==> src/rtl/core/gbl_pkg.sv <==
// shared types and constants of the backlight dimmer
package gbl_pkg;

	localparam int unsigned PERIOD_TICKS_DEF = 40000;
	localparam int unsigned LEVEL_W = 7;
	localparam logic [LEVEL_W-1:0] MAX_PCT = 7'd100;
	localparam int unsigned CUBE_W = 20;

	// floor(x / 1000000) as ((x >> 6) * CURVE_RECIP) >> 44, exact for x below 2^36
	localparam int unsigned SCALED_W = 36;
	localparam int unsigned MUL_A_W = 30;
	localparam int unsigned MUL_B_W = 31;
	localparam int unsigned CURVE_PRE_SHIFT = 6;
	localparam int unsigned CURVE_RECIP_SHIFT = 44;
	localparam logic [MUL_B_W-1:0] CURVE_RECIP = 31'd1125899907;

	localparam logic [2:0] FUNC_TICK = 3'd0;
	localparam logic [2:0] FUNC_INIT = 3'd1;
	localparam logic [2:0] FUNC_SET = 3'd2;
	localparam logic [2:0] FUNC_ADJUST = 3'd3;
	localparam logic [2:0] FUNC_STANDBY = 3'd4;

	localparam logic [1:0] REG_FEATURE = 2'd0;
	localparam logic [1:0] REG_NORMAL = 2'd1;
	localparam logic [1:0] REG_STANDBY = 2'd2;
	localparam logic [1:0] REG_MIN_ADJ = 2'd3;

	localparam logic [LEVEL_W-1:0] RST_USER_LEVEL = 7'd100;
	localparam logic [LEVEL_W-1:0] RST_NORMAL = 7'd80;
	localparam logic [LEVEL_W-1:0] RST_STANDBY = 7'd10;
	localparam logic [LEVEL_W-1:0] RST_MIN_ADJ = 7'd5;

	typedef enum logic [2:0] {
		CV_IDLE,
		CV_SQR,
		CV_CUBE,
		CV_SCALE,
		CV_DIV
	} curve_state_t;

	typedef enum logic {
		CT_IDLE,
		CT_CURVE
	} ctl_state_t;

	typedef struct packed {
		logic start;
		logic [LEVEL_W-1:0] level;
	} curve_req_t;

	typedef struct packed {
		logic done;
	} curve_rsp_t;

endpackage

==> src/rtl/core/gbl_curve.sv <==
// cubic curve unit: one shared multiplier for cube, period scale and reciprocal divide
module gbl_curve #(
	parameter int unsigned PERIOD_TICKS = gbl_pkg::PERIOD_TICKS_DEF
) (
	input  logic clk,
	input  logic arst_n,
	input  gbl_pkg::curve_req_t req,
	output gbl_pkg::curve_rsp_t rsp,
	output logic [$clog2(PERIOD_TICKS+1)-1:0] compare
);

	localparam int unsigned CW = $clog2(PERIOD_TICKS + 1);
	localparam int unsigned LW = gbl_pkg::CUBE_W;
	localparam int unsigned XW = gbl_pkg::SCALED_W;
	localparam int unsigned AW = gbl_pkg::MUL_A_W;
	localparam int unsigned BW = gbl_pkg::MUL_B_W;
	localparam int unsigned PW = AW + BW;
	localparam int unsigned SH = gbl_pkg::CURVE_PRE_SHIFT;
	localparam int unsigned QS = gbl_pkg::CURVE_RECIP_SHIFT;
	localparam logic [BW-1:0] PERIOD_C = BW'(PERIOD_TICKS);

	gbl_pkg::curve_state_t state_q, state_d;

	logic [gbl_pkg::LEVEL_W-1:0] lvl_q;
	logic [XW-1:0] acc_q;
	logic [CW-1:0] quo_q;
	logic done_q;

	logic [AW-1:0] mul_a;
	logic [BW-1:0] mul_b;
	logic [PW-1:0] prod;

	assign mul_a = (state_q == gbl_pkg::CV_DIV) ? acc_q[SH +: AW] : AW'(acc_q[LW-1:0]);
	assign mul_b = (state_q == gbl_pkg::CV_DIV) ? gbl_pkg::CURVE_RECIP :
		(state_q == gbl_pkg::CV_SCALE) ? PERIOD_C : BW'(lvl_q);
	assign prod = {{BW{1'b0}}, mul_a} * {{AW{1'b0}}, mul_b};

	always_ff @(posedge clk or negedge arst_n) begin
		if (!arst_n) begin
			state_q <= gbl_pkg::CV_IDLE;
		end else begin
			state_q <= state_d;
		end
	end

	always_comb begin
		state_d = state_q;
		case (state_q)
			gbl_pkg::CV_IDLE: begin
				if (req.start) begin
					state_d = gbl_pkg::CV_SQR;
				end
			end
			gbl_pkg::CV_SQR: state_d = gbl_pkg::CV_CUBE;
			gbl_pkg::CV_CUBE: state_d = gbl_pkg::CV_SCALE;
			gbl_pkg::CV_SCALE: state_d = gbl_pkg::CV_DIV;
			gbl_pkg::CV_DIV: state_d = gbl_pkg::CV_IDLE;
			default: state_d = gbl_pkg::CV_IDLE;
		endcase
	end

	always_ff @(posedge clk or negedge arst_n) begin
		if (!arst_n) begin
			done_q <= 1'b0;
		end else begin
			done_q <= (state_q == gbl_pkg::CV_DIV);
		end
	end

	always_ff @(posedge clk) begin
		case (state_q)
			gbl_pkg::CV_IDLE: begin
				if (req.start) begin
					lvl_q <= req.level;
					acc_q <= XW'(req.level);
				end
			end
			gbl_pkg::CV_SQR, gbl_pkg::CV_CUBE, gbl_pkg::CV_SCALE: begin
				acc_q <= prod[XW-1:0];
			end
			gbl_pkg::CV_DIV: begin
				quo_q <= prod[QS +: CW];
			end
			default: begin
			end
		endcase
	end

	assign rsp.done = done_q;
	assign compare = quo_q;

endmodule

==> src/rtl/core/gamma_backlight_pwm_controller_top.sv <==
// backlight dimmer top level: command decode, level state, pwm counter, register port
//
// usage: commands enter on the cmd channel (cmd_valid, cmd_stall, func, set_level,
// adjust_delta, standby_active); one result item per command leaves on the rsp
// channel (rsp_valid, rsp_stall, pwm_level, current_level, compare_value,
// forced_low, command_ignored). four registers sit on the apb port.
// a tick, a repeated init, an ignored standby or an unknown func is answered
// at the edge that accepts it; such items go back to back while rsp_stall is low.
// init, set, adjust and standby that apply a level run the cubic curve unit:
// square, cube, period scale and a reciprocal multiply for the divide by one
// million pass through one shared multiplier in turn, and the result enters
// the output register when the curve unit reports done, at any period;
// cmd_stall is high meanwhile.
// a result waits in the output register while rsp_stall is high; cmd_stall
// stays high until that register is free or draining.
// reset: level 100, full-scale compare, counter 0, not started, registers to
// their defaults, no result pending.
module gamma_backlight_pwm_controller_top #(
	parameter int unsigned PERIOD_TICKS = gbl_pkg::PERIOD_TICKS_DEF
) (
	input  logic clk,
	input  logic arst_n,
	input  logic psel,
	input  logic penable,
	input  logic pwrite,
	input  logic [3:0] paddr,
	input  logic [31:0] pwdata,
	output logic [31:0] prdata,
	output logic pready,
	input  logic cmd_valid,
	output logic cmd_stall,
	input  logic [2:0] func,
	input  logic signed [7:0] set_level,
	input  logic signed [7:0] adjust_delta,
	input  logic standby_active,
	output logic rsp_valid,
	input  logic rsp_stall,
	output logic pwm_level,
	output logic [6:0] current_level,
	output logic [15:0] compare_value,
	output logic forced_low,
	output logic command_ignored
);

	localparam int unsigned CW = $clog2(PERIOD_TICKS + 1);
	localparam int unsigned CNW = $clog2(PERIOD_TICKS);
	localparam int unsigned SW = (CW > 16) ? CW : 17;
	localparam logic [CW-1:0] PERIOD_C = CW'(PERIOD_TICKS);
	localparam logic [CNW-1:0] CNT_LAST = CNW'(PERIOD_TICKS - 1);
	localparam int unsigned LW = gbl_pkg::LEVEL_W;

	function automatic logic [LW-1:0] clamp_top(input logic [LW-1:0] v);
		clamp_top = (v > gbl_pkg::MAX_PCT) ? gbl_pkg::MAX_PCT : v;
	endfunction

	function automatic logic [LW-1:0] clamp_set(input logic signed [7:0] v);
		logic [LW-1:0] r;
		if (v < 0) begin
			r = '0;
		end else if (v > 8'sd100) begin
			r = gbl_pkg::MAX_PCT;
		end else begin
			r = v[LW-1:0];
		end
		clamp_set = r;
	endfunction

	function automatic logic [LW-1:0] adjust_level(input logic [LW-1:0] cur,
		input logic signed [7:0] delta, input logic [LW-1:0] lo);
		logic signed [9:0] v;
		v = $signed({3'b000, cur}) + $signed({{2{delta[7]}}, delta});
		if (v < $signed({3'b000, lo})) begin
			v = $signed({3'b000, lo});
		end
		if (v > 10'sd100) begin
			v = 10'sd100;
		end
		adjust_level = v[LW-1:0];
	endfunction

	// configuration
	logic feature_q;
	logic [LW-1:0] normal_q, standby_q, min_adj_q;
	logic cfg_wr;

	assign pready = 1'b1;
	assign cfg_wr = psel & penable & pwrite;

	always_ff @(posedge clk or negedge arst_n) begin
		if (!arst_n) begin
			feature_q <= 1'b1;
			normal_q <= gbl_pkg::RST_NORMAL;
			standby_q <= gbl_pkg::RST_STANDBY;
			min_adj_q <= gbl_pkg::RST_MIN_ADJ;
		end else if (cfg_wr) begin
			case (paddr[3:2])
				gbl_pkg::REG_FEATURE: feature_q <= pwdata[0];
				gbl_pkg::REG_NORMAL: normal_q <= pwdata[LW-1:0];
				gbl_pkg::REG_STANDBY: standby_q <= pwdata[LW-1:0];
				gbl_pkg::REG_MIN_ADJ: min_adj_q <= pwdata[LW-1:0];
				default: begin
				end
			endcase
		end
	end

	always_comb begin
		case (paddr[3:2])
			gbl_pkg::REG_FEATURE: prdata = {31'd0, feature_q};
			gbl_pkg::REG_NORMAL: prdata = {25'd0, normal_q};
			gbl_pkg::REG_STANDBY: prdata = {25'd0, standby_q};
			gbl_pkg::REG_MIN_ADJ: prdata = {25'd0, min_adj_q};
			default: prdata = '0;
		endcase
	end

	// level and pwm state
	gbl_pkg::ctl_state_t state_q, state_d;
	logic [LW-1:0] user_q, saved_q, pct_q;
	logic [CW-1:0] cmp_q;
	logic [CNW-1:0] cnt_q;
	logic forced_q, started_q;
	logic rsp_valid_q;

	gbl_pkg::curve_req_t creq;
	gbl_pkg::curve_rsp_t crsp;
	logic [CW-1:0] curve_cmp;

	logic cmd_fire, rsp_fire;
	logic need_curve, ignored, save_level;
	logic [LW-1:0] pct_d;
	logic [CNW-1:0] cnt_d;
	logic imm_pin, done_pin, done_forced;
	logic [CW-1:0] done_cmp;

	assign cmd_stall = (state_q != gbl_pkg::CT_IDLE) | (rsp_valid_q & rsp_stall);
	assign cmd_fire = cmd_valid & ~cmd_stall;
	assign rsp_fire = rsp_valid_q & ~rsp_stall;

	always_ff @(posedge clk or negedge arst_n) begin
		if (!arst_n) begin
			state_q <= gbl_pkg::CT_IDLE;
		end else begin
			state_q <= state_d;
		end
	end

	always_comb begin
		state_d = state_q;
		need_curve = 1'b0;
		ignored = 1'b0;
		save_level = 1'b0;
		pct_d = saved_q;
		cnt_d = cnt_q;
		case (func)
			gbl_pkg::FUNC_TICK: begin
				if (started_q) begin
					cnt_d = (cnt_q == CNT_LAST) ? '0 : cnt_q + CNW'(1);
				end
			end
			gbl_pkg::FUNC_INIT: begin
				ignored = started_q;
				need_curve = ~started_q;
				pct_d = clamp_top(normal_q);
			end
			gbl_pkg::FUNC_SET: begin
				need_curve = 1'b1;
				pct_d = clamp_set(set_level);
			end
			gbl_pkg::FUNC_ADJUST: begin
				need_curve = 1'b1;
				pct_d = adjust_level(user_q, adjust_delta, min_adj_q);
			end
			gbl_pkg::FUNC_STANDBY: begin
				ignored = ~feature_q;
				need_curve = feature_q;
				save_level = feature_q & standby_active;
				pct_d = standby_active ? clamp_top(standby_q) : saved_q;
			end
			default: ignored = 1'b1;
		endcase
		case (state_q)
			gbl_pkg::CT_IDLE: begin
				if (cmd_fire && need_curve) begin
					state_d = gbl_pkg::CT_CURVE;
				end
			end
			gbl_pkg::CT_CURVE: begin
				if (crsp.done) begin
					state_d = gbl_pkg::CT_IDLE;
				end
			end
			default: state_d = gbl_pkg::CT_IDLE;
		endcase
	end

	assign creq.start = cmd_fire & need_curve;
	assign creq.level = pct_d;

	gbl_curve #(
		.PERIOD_TICKS(PERIOD_TICKS)
	) u_curve (
		.clk(clk),
		.arst_n(arst_n),
		.req(creq),
		.rsp(crsp),
		.compare(curve_cmp)
	);

	assign imm_pin = started_q & ~forced_q & (CW'(cnt_d) < cmp_q);
	assign done_forced = (curve_cmp == '0);
	assign done_cmp = done_forced ? cmp_q : curve_cmp;
	assign done_pin = started_q & ~done_forced & (CW'(cnt_q) < done_cmp);

	function automatic logic [15:0] sat16(input logic [CW-1:0] v);
		logic [SW-1:0] e;
		e = SW'(v);
		sat16 = (e > SW'(17'h0FFFF)) ? 16'hFFFF : e[15:0];
	endfunction

	always_ff @(posedge clk or negedge arst_n) begin
		if (!arst_n) begin
			user_q <= gbl_pkg::RST_USER_LEVEL;
			saved_q <= gbl_pkg::RST_USER_LEVEL;
			cmp_q <= PERIOD_C;
			cnt_q <= '0;
			forced_q <= 1'b0;
			started_q <= 1'b0;
			rsp_valid_q <= 1'b0;
		end else begin
			if (rsp_fire) begin
				rsp_valid_q <= 1'b0;
			end
			if (cmd_fire) begin
				cnt_q <= cnt_d;
				if (save_level) begin
					saved_q <= user_q;
				end
				if ((func == gbl_pkg::FUNC_INIT) && !started_q) begin
					started_q <= 1'b1;
					cmp_q <= PERIOD_C;
				end
				if (!need_curve) begin
					rsp_valid_q <= 1'b1;
				end
			end
			if ((state_q == gbl_pkg::CT_CURVE) && crsp.done) begin
				user_q <= pct_q;
				cmp_q <= done_cmp;
				forced_q <= done_forced;
				rsp_valid_q <= 1'b1;
			end
		end
	end

	always_ff @(posedge clk) begin
		if (cmd_fire) begin
			pct_q <= pct_d;
			if (!need_curve) begin
				pwm_level <= imm_pin;
				current_level <= user_q;
				compare_value <= sat16(cmp_q);
				forced_low <= forced_q;
				command_ignored <= ignored;
			end else begin
				command_ignored <= 1'b0;
			end
		end
		if ((state_q == gbl_pkg::CT_CURVE) && crsp.done) begin
			pwm_level <= done_pin;
			current_level <= pct_q;
			compare_value <= sat16(done_cmp);
			forced_low <= done_forced;
		end
	end

	assign rsp_valid = rsp_valid_q;

endmodule

==> config.mk <==
export PLATFORM = sky130hd
export DESIGN_NAME = gamma_backlight_pwm_controller_top
export DESIGN_NICKNAME = d
export VERILOG_FILES = /design/src/rtl/core/gbl_pkg.sv /design/src/rtl/core/gbl_curve.sv /design/src/rtl/core/gamma_backlight_pwm_controller_top.sv
export SDC_FILE = /design/constraint.sdc
export NUM_CORES = 2
export LEC_CHECK = 0
export BUFFER_PORTS_ARGS = -buffer_cell sky130_fd_sc_hd__buf_4
export CAP_MARGIN = 25
export CORE_UTILIZATION = 25
export DETAILED_ROUTE_END_ITERATION = 10
export SETUP_SLACK_MARGIN = 0.02
export SLEW_MARGIN = 20
export SYNTH_ARGS = -nofsm -noshare
export SYNTH_HDL_FRONTEND = slang
export SYNTH_SLANG_ARGS = --single-unit
==> constraint.sdc <==
create_clock -name clk -period 7.8 [get_ports clk]
set_input_delay 2.34 -clock clk [delete_from_list [all_inputs] [get_ports clk]]
set_output_delay 2.34 -clock clk [all_outputs]
set_load 0.02 [all_outputs]
==> impl_table.tex <==
\begin{tabular}{lr}
\hline
Metric & Value \\
\hline
\multicolumn{2}{l}{\textbf{Detailed routing}} \\
\quad First-iteration detailed-routing DRC count & 1349 \\
\quad DRT antenna net count & 0 \\
\quad DR vias & 21999 \\
\quad Average wire per standard cell & 17.1 um \\
\quad Number of remaining DRC errors & 0 \\
\quad Vias per inst & 4.48 \\
\quad Number of search-and-repair iterations in the first detailed-routing pass & 5 \\
\quad Routed WL & 83900 um \\
\multicolumn{2}{l}{\textbf{Floorplan}} \\
\quad Core area & 116000 um\^{}2 \\
\quad Effective utilization at floorplan & 25.2\% \\
\quad Site row count & 125 \\
\quad Width of the die & 345 um \\
\quad Die Span Y & 345 um \\
\quad Die Area & 119000 um\^{}2 \\
\quad Number of ports placed on the die boundary & 124 \\
\multicolumn{2}{l}{\textbf{Timing}} \\
\quad Setup repair after global routing missed its margin & true \\
\quad Total negative setup slack & 0 ps \\
\quad \# setup viols final & 0 \\
\quad Final Hold Fails & 0 \\
\quad Worst-case headroom to the max-slew limit & 32.3\% \\
\quad Final period demand of the worst path & 7730 ps \\
\quad Smallest hold slack & 469 ps \\
\quad Period utilization & 99.2\% \\
\quad Clock skew after layout & 11.4 ps \\
\quad Transition time at the pin with the least slew margin & 1010 ps \\
\quad Number of slew-limit violations in the final report & 0 \\
\quad Highest clock frequency the design can meet & 0.129 GHz \\
\multicolumn{2}{l}{\textbf{Synthesis}} \\
\quad Count of warnings emitted by yosys & 0 \\
\quad Cell area after synthesis & 29400 um\^{}2 \\
\quad Asr flop ratio synth & 45.2\% \\
\quad Count of distinct cell types in the synthesized netlist & 74 \\
\quad Area leader, netlist & fa\_1 \\
\quad Most instantiated library cell after synthesis & inv\_1 \\
\quad Synthesized area per cell & 9.83 um\^{}2 \\
\quad Number of register bits inferred by synthesis & 168 \\
\quad Fraction of synthesized cell area taken by the top area cell type & 34.6\% \\
\quad Most used flip-flop cell after synthesis & edfxtp\_1 \\
\quad Count of mapped cells out of synthesis & 2989 \\
\quad Leading post-synthesis cells by cell area & fa\_1 35\%, ha\_1 17\%, edfxtp\_1 9.4\%, inv\_1 8.7\%, dfrtp\_1 4.9\% \\
\quad Sequential area share after synthesis & 16.0\% \\
\quad Most numerous cell types in the synthesized netlist & 681 x inv\_1, 508 x fa\_1, 401 x ha\_1 \\
\quad Number of flops mapped to enable cells by yosys & 92 \\
\multicolumn{2}{l}{\textbf{Clocking}} \\
\quad Buffer levels on the longest clock path & 2 \\
\quad Clock tree from TritonCTS & yes \\
\quad Clock transition time at the flip-flop clock pins of the worst setup and hold paths & 70 ps \\
\quad CTS buffer count & 17 \\
\quad Hold Buf Count CTS & 0 \\
\quad Clock sinks & 168 \\
\quad Worst-Skew Late Latency & 440 ps \\
\quad Clock root cell & clkbuf\_16 \\
\quad CTS H-tree depth & 4 \\
\multicolumn{2}{l}{\textbf{Setup path}} \\
\quad Delay of the slowest cell on the worst path & 600 ps \\
\quad Required time at the endpoint of the critical path & 8060 ps \\
\quad CP endpoint kind & flop \\
\quad Worst setup path category & flop to flop \\
\quad Crit start category & flop \\
\quad Cell family contributing the most delay on the critical path & adder cells \\
\quad Most prevalent standard cell on the critical path & fa\_1 \\
\quad Worst path bufs/invs & 10 \\
\quad Maximum fanout along the worst path & 15 \\
\quad Slowest cell on the critical path & fa\_2 \\
\quad Crit path DAT & 7990 ps \\
\multicolumn{2}{l}{\textbf{Place}} \\
\quad Total instance count after detailed placement & 4842 \\
\quad Final HPWL from detailed placement & 72600 um \\
\quad Placer's final routability congestion estimate & 0.972 \\
\quad Port Buffer Count & 70 \\
\multicolumn{2}{l}{\textbf{Flow run}} \\
\quad Max-cap violations & 0 \\
\multicolumn{2}{l}{\textbf{Finish}} \\
\quad Final core utilization & 30.9\% \\
\quad Final Instance Count excl. Fillers & 4913 \\
\quad Layout Area Growth over Synthesis & 22.5\% \\
\quad Share of post-route cells with drive strength above 1 & 21.3\% \\
\quad Net total in the final layout & 4348 \\
\quad Number of antenna repair diodes & 0 \\
\multicolumn{2}{l}{\textbf{Run status}} \\
\quad Result of the run & complete, no violations \\
\multicolumn{2}{l}{\textbf{Global route}} \\
\quad Number of antenna violations at the first check in global routing & 0 \\
\quad Via count of the first global-routing pass & 22987 \\
\quad Maximum number of pins on one net before global-route repair & 77 \\
\quad GR Util All Layers & 14.3\% \\
\quad Total congestion overflow after global routing & 0 \\
\quad Global-route wire length before repair & 131000 um \\
\multicolumn{2}{l}{\textbf{Hold path}} \\
\quad Classification of the worst-slack hold path & flop to flop \\
\hline
\end{tabular}
final cells by class:
cell class,instances,area (um^2)
tap,1524,1910
inverter,681,2580
fill,12066,80400
clock inverter,10,82.6
multi-input combinational,2128,23100
timing repair buffer,380,3100
sequential,168,4690
clock buffer,22,484
metrics by stage:
step                      worst slack, ps  instance area, um^2
after CTS                           -7.15                34900
after floorplan                      17.7                29700
final                                66.0                36000
after detailed placement             -412                33800
after global placement               -317                33800
after global routing                 -181                36000
registers in the layout, summed over array words and instances (netlist names), 16 cells and up:
name / cells
u_curve.acc_q: 36
cmp_q: 16
cnt_q: 16
compare_value: 16
u_curve.compare: 16
worst paths after layout:
kind | startpoint | end | slack [ps] | depth (start not counted)
worst min register to register | pct_q[0]$_DFFE_PP_ | user_q[0]$_DFFE_PN0P_ | 470 | 2
worst min-delay path | pct_q[0]$_DFFE_PP_ | user_q[0]$_DFFE_PN0P_ | 470 | 2
max in group asynchronous | arst_n | user_q[1]$_DFFE_PN0P_ | 5360 | 1
worst max register to register | u_curve.state_q[0]$_DFFE_PN0P_ | u_curve.compare[9]$_DFFE_PN_ | 70 | 29
min in group asynchronous | arst_n | cnt_q[8]$_DFFE_PN0P_ | 1930 | 1
worst max-delay path | u_curve.state_q[0]$_DFFE_PN0P_ | u_curve.compare[9]$_DFFE_PN_ | 70 | 29
repair_timing:
action / in CTS / in global routing
setup endpoints to repair: 30 / 34
pin swaps: 45 / 120
resized for setup: 98 / 209
setup buffers: 11 / 27
kinds of logic after synthesis:
| group | after synthesis | synth area share [%] |
|---|---|---|
| DFF | 168 | 16.0 |
| other | 2 | 0.0256 |
| muxes | 40 | 1.53 |
| AOI/OAI and AO/OA | 389 | 8.43 |
| buffers and inverters | 767 | 10.1 |
| and+or+nand+nor | 652 | 10.4 |
| xor gates and xnor gates | 62 | 1.85 |
| adders and majority gates | 909 | 51.7 |
tightest hold or removal path, cell delays in order (launching register included):
cell,delay (ps)
edfxtp_1,320
nand2_1,50
nand2_1,70
layout by cell type (no fill, tap or decap), drive strengths merged, types with 58 or more instances in the layout:
| cell | instances |
|---|---|
| edfxtp | 92 |
| buf | 380 |
| conb | 76 |
| nor2 | 206 |
| nand2 | 211 |
| ha | 401 |
| inv | 684 |
| o21ai | 78 |
| dfrtp | 58 |
| fa | 508 |
| a21oi | 129 |
routing by layer:
metal | wire (um) | global-route usage [%]
met2 | 40800 | 24.2
met4 | 1790 | 2.88
met1 | 36900 | 19.3
met5 | 0 | 0
met3 | 4380 | 2.24
Power is left out: the tool's default activity adds up to more than one toggle a clock period on the data nets, which glitch-free logic cannot reach.
